$ cat src/rtl/bbrc_pkg.sv
package bbrc_pkg;

    localparam int unsigned BLOCK_BYTES = 32;
    localparam int unsigned IDX_W       = $clog2(BLOCK_BYTES);
    localparam int unsigned CNT_W       = 9;
    localparam int unsigned BYTE_W      = 8;
    localparam int unsigned EXCESS_W    = 8;
    localparam int unsigned VERDICT_W   = 3;
    localparam int unsigned RUN_SLACK_W = 8;
    localparam int unsigned BAL_SLACK_W = 7;
    localparam int unsigned CFG_IDX_W   = 1;
    localparam int unsigned CFG_DATA_W  = 8;

    localparam int unsigned RUN_BASE    = 29;
    localparam int unsigned BAL_CENTER  = 128;
    localparam int unsigned BAL_MARGIN  = 167 - 128;
    localparam int unsigned BAL_HIGH    = BAL_CENTER + BAL_MARGIN;
    localparam int unsigned BAL_LOW     = BAL_CENTER - BAL_MARGIN;

    // configuration register indexes
    localparam logic [CFG_IDX_W-1:0] CFG_RUN_SLACK = 1'd0;
    localparam logic [CFG_IDX_W-1:0] CFG_BAL_SLACK = 1'd1;

    // verdict codes
    localparam logic [VERDICT_W-1:0] VERDICT_PASS      = 3'd0;
    localparam logic [VERDICT_W-1:0] VERDICT_MANY_ONES = 3'd1;
    localparam logic [VERDICT_W-1:0] VERDICT_FEW_ONES  = 3'd2;
    localparam logic [VERDICT_W-1:0] VERDICT_ZERO_RUN  = 3'd3;
    localparam logic [VERDICT_W-1:0] VERDICT_ONE_RUN   = 3'd4;

    typedef struct packed {
        logic [CNT_W-1:0] ones;
        logic             cur_bit;
        logic [CNT_W-1:0] cur_run;
        logic [CNT_W-1:0] long_zero;
        logic [CNT_W-1:0] long_one;
    } t_stats;

endpackage

$ cat src/rtl/bbrc_byte_update.sv
module bbrc_byte_update (
    input  bbrc_pkg::t_stats                i_stats,
    input  logic [bbrc_pkg::BYTE_W-1:0]     i_byte,
    output bbrc_pkg::t_stats                o_stats
);
    import bbrc_pkg::*;

    // eight bits, lsb first, each one a short run/count step
    always_comb begin
        t_stats s;
        s = i_stats;
        for (int i = 0; i < BYTE_W; i++) begin
            if (s.cur_run != '0 && i_byte[i] == s.cur_bit) begin
                s.cur_run = s.cur_run + CNT_W'(1);
            end else begin
                s.cur_run = CNT_W'(1);
                s.cur_bit = i_byte[i];
            end
            s.ones = s.ones + CNT_W'(i_byte[i]);
            if (i_byte[i]) begin
                if (s.cur_run > s.long_one) s.long_one = s.cur_run;
            end else begin
                if (s.cur_run > s.long_zero) s.long_zero = s.cur_run;
            end
        end
        o_stats = s;
    end

endmodule

$ cat config.mk
export PLATFORM = sky130hd
export DESIGN_NAME = bbrc_byte_update
export DESIGN_NICKNAME = d
export VERILOG_FILES = /design/src/rtl/bbrc_pkg.sv /design/src/rtl/bbrc_byte_update.sv
export SDC_FILE = /design/constraint.sdc
export NUM_CORES = 1
export LEC_CHECK = 0
export BUFFER_PORTS_ARGS = -buffer_cell sky130_fd_sc_hd__buf_4
export CAP_MARGIN = 20
export CORE_ASPECT_RATIO = 0.8
export CORE_MARGIN = 1
export CORE_UTILIZATION = 45
export DETAILED_ROUTE_END_ITERATION = 7
export PLACE_DENSITY = 0.72
export SKIP_LAST_GASP = 1
export SYNTH_ARGS = -nofsm -noshare
export SYNTH_HDL_FRONTEND = slang
export SYNTH_SLANG_ARGS = --single-unit
export TNS_END_PERCENT = 50
$ cat constraint.sdc
create_clock -name vclk -period 23.4
set_input_delay 0 -clock vclk [all_inputs]
set_output_delay 0 -clock vclk [all_outputs]
set_load 0.1 [all_outputs]
Word-level counts from Yosys, hierarchy flattened. Cells that the tools add are included. Widths: inputs -> output; s select.

Magnitude comparators: 16. $add $sub $neg: 16. Mux-type cells: 48. Equal/unequal tests: 8. Reductions and logical operators: 16.

Operator list (count): $mux 9 (40); $gt 9x9->1 (16); $add 9x1->9 (8); $add 9x1->9 const B (8); $reduce_bool 9->1 (8); $eq 1x1->1 (8); $logic_and 1x1->1 (8); $mux 1 (8).

Register bits after elaboration: 0. Logic and storage cells: 104. Input bits: 45. Output and inout port bits: 37.

Depth between registers and ports, before layout.
Word-level depth: 27. Depth in mapped cells: 113. Depth with buffers taken out: 105.

Worst setup path before layout. OpenSTA, ideal clock, no wires.

Path type: input port to output port. Start: input i_stats[18] in the netlist's numbering. End: output o_stats[13] in the netlist's numbering. Required time: 23400 ps. Arrival time: 19205 ps. Cell stages on the path: 101. Slack: 4195 ps. Buffers on the path: 5. Cells stage by stage: buf_2 > inv_1 > ha_1 > or4b_1 > o21ai_0 > clkbuf_1 > nor2_1 > ha_1 > o21a_1 > o21a_1 > o21bai_1 > a211oi_1 > mux2_2 > ha_1 > nor2b_1 > o21a_1 > o21a_1 > o21a_1 > [65 not listed] > buf_1 > mux2_2 > ha_1 > nor2b_1 > o21ai_0 > nand2b_1 > a21oi_1 > nor2b_1 > o21ai_0 > nand2b_1 > a21oi_1 > nor2b_1 > o21ai_0 > inv_1 > o21a_1 > buf_1 > nand2b_1 > o32ai_1.

RTL lines: from (decl) (line bbrc_byte_update.sv:2) `input bbrc_pkg::t_stats i_stats,`; to (decl) (line bbrc_byte_update.sv:4) `output bbrc_pkg::t_stats o_stats`.

==> impl_metrics.env <==
export IMPL_status="finished clean"
export IMPL_route_detailed_drc=0
export IMPL_ys_warnings_count=0
export IMPL_antenna_found_initial=0
export IMPL_via_count=9352
export IMPL_wire_per_inst_um=18.72
export IMPL_rsz0062_at_grt="no"
export IMPL_grt_overflow_total=0
export IMPL_nClkBuffers=0
export IMPL_initial_core_util=0.4635
export IMPL_p_seq_frac=0
export IMPL_hold_depth=3
export IMPL_nFlopsAndLatches=0
export IMPL_critPathMaxFanout=16
export IMPL_dpl_hpwl_um=23870
export IMPL_avgViaCountPerCell=6.260
export IMPL_syn_nets=1405
export IMPL_io_buffers=82
export IMPL_synth_top_cell_area_share=0.2341
export IMPL_cp_common_cell="o21ai_0"
export IMPL_hold_viol_final=0
export IMPL_cp_arrival_ps=19430
export IMPL_synthCells=1189
export IMPL_combPwrFrac=1.000
export IMPL_coreArea_mm2=0.01914
export IMPL_critPathMaxStageDelay_ps=800
export IMPL_setup_worst_path_end_class="output port"
export IMPL_fp_dieH_um=127.6
export IMPL_p_clk_frac=0
export IMPL_startpoint_type="input port"
export IMPL_max_freq_mhz=51.47
export IMPL_min_period_ps=19430
export IMPL_path_delay_family="compound AO/OA/AOI/OAI gates"
export IMPL_hold_start="i_stats[36]"
export IMPL_dp_slack_ps=4420
export IMPL_relSlewSlack=0.3144
export IMPL_fin_util=0.5050
export IMPL_synthTopCellsByCount="166 x ha_1, 106 x inv_1, 80 x nand2_1, 67 x mux2_2, 65 x a21oi_1"
export IMPL_rows=45
export IMPL_grt_max_degree=22
export IMPL_min_to="o_stats[36]"
export IMPL_antenna_cells=0
export IMPL_synthesis_area_mm2=0.008872
export IMPL_path_class="in2out"
export IMPL_fin_total_pwr_uw=550.0
export IMPL_peakVddDrop_mv=0.08285
export IMPL_design_die_area_mm2=0.02028
export IMPL_drt_first_pass_iters=5
export IMPL_drv_cap=0
export IMPL_slowest_stage="a41oi_1"
export IMPL_grt_pass1_wl_um=44550
export IMPL_synth_distinct_cells=92
export IMPL_yosysMostFrequentCell="ha_1"
export IMPL_power_static_leakage_nw=4.590
export IMPL_die_w_um=159.0
export IMPL_gp_congestion=0.9945
export IMPL_setup_slack_ps=3971
export IMPL_setup_viol_count_final=0
export IMPL_yosysTopAreaCell="ha_1"
export IMPL_p_sw_uw=367.3
export IMPL_seqCellArea_um2=0
export IMPL_first_iter_violations=1165
export IMPL_track_usage=0.2666
export IMPL_grt_pass1_vias=8486
export IMPL_drive_gt1_frac=0.1489
export IMPL_setup_tns_ps=0
export IMPL_num_fill_cells=1851
export IMPL_tightest_slew_ps=1015
export IMPL_hp_class="in2out"
export IMPL_pin_count=82
export IMPL_synthToLayoutAreaGrowth_pct=8.969
export IMPL_cts_hold_buf=0
export IMPL_critPathRequiredTime_ps=23400
export IMPL_synthTopCellsByArea="ha_1 23%, mux2_2 8.5%, mux2i_1 5.8%"
export IMPL_p_sw_frac=0.6679
export IMPL_crit_buf_inv=7
export IMPL_seq_area_frac_synth=0
export IMPL_avgSynthCellArea_um2=7.462
export IMPL_post_cts_buffers=0
export IMPL_cts_resized=0
export IMPL_fin_crit_sh=0.8303
export IMPL_finalWirelength_um=27970
export IMPL_nets=1454
export IMPL_internal_power_uw=182.7
export IMPL_power_density_mw_per_mm2=56.88
export IMPL_final_max_slew_viol_count=0
export IMPL_antenna_left=0
cell type report:
class	count	area (um^2)	share of cell area
inverters	108	405.4	0.04193
multi-input cells	1038	8267	0.8551
well taps	258	322.8	0.03339
repair buffers	90	673.1	0.06963
how the worst max path moves through the flow:
stage	from	end	slack [ps]	cells past startpoint
floorplan	i_stats[18]	o_stats[13]	4200	101
global placement	i_stats[18]	o_stats[6]	4530	106
detailed placement	i_stats[18]	o_stats[6]	4420	106
CTS	i_stats[18]	o_stats[6]	4360	106
global route	i_stats[18]	o_stats[6]	2410	106
finish	i_stats[18]	o_stats[5]	3970	105
power by group through the flow:
stage | clock, mW | combinational, mW | sequential (mW)
CTS | 0 | 0.538 | 0
global route | 0 | 0.591 | 0
global placement | 0 | 0.532 | 0
floorplan | 0 | 0.418 | 0
finish | 0 | 0.550 | 0
detailed placement | 0 | 0.535 | 0
logic make-up (layout without fill, tap and decap cells):
| kind of cell | Yosys count | count (layout) | share of synthesized area |
|---|---|---|---|
| AND/OR/NAND/NOR | 367 | 367 | 0.2179 |
| AO/OA/AOI/OAI | 321 | 321 | 0.2577 |
| adder cells (fa/ha/maj) | 171 | 171 | 0.2454 |
| buffers and inverters | 151 | 198 | 0.06826 |
| multiplexers | 118 | 118 | 0.1426 |
| XOR/XNOR | 61 | 61 | 0.06826 |
tightest hold or removal path, delay by kind of cell:
| family | cells | cell delay [ps] |
|---|---|---|
| XOR/XNOR | 1 | 50 |
| buffers and inverters | 2 | 310 |
per-layer routing:
metal  up-vias  routed length (um)  global-route usage
met4         0                 144             0.01188
met3        23                3309             0.05032
met1      4300               13660              0.4146
met2       489               10860              0.3883
met5         -                   0                   0
li1       4540                   -                   -
cells in the final DEF, fill, tap and decap left out, types with 25 or more instances in the layout:
cell	netlist	final
a211oi_1	25	25
a21oi_1	65	65
buf_4	1	89
ha_1	166	166
inv_1	106	106
mux2_2	67	67
mux2i_1	51	51
nand2_1	80	80
nand3_1	49	49
nand4_1	25	25
nor2_1	60	60
nor2b_1	32	32
nor3_1	25	25
o21a_1	53	53
o21ai_0	49	49
xnor2_1	33	33
through the flow:
stage	hold WS, ps	cells	cell area, um^2
2_1_floorplan	454.5	1189	8872
3_3_place_gp	361.0	1493	9663
3_5_place_dp	364.4	1493	9663
4_1_cts	364.4	1493	9663
5_1_grt	372.8	1494	9668
6_report	362.0	1494	9668
No activity file was read; power rests on OpenSTA's default activity.
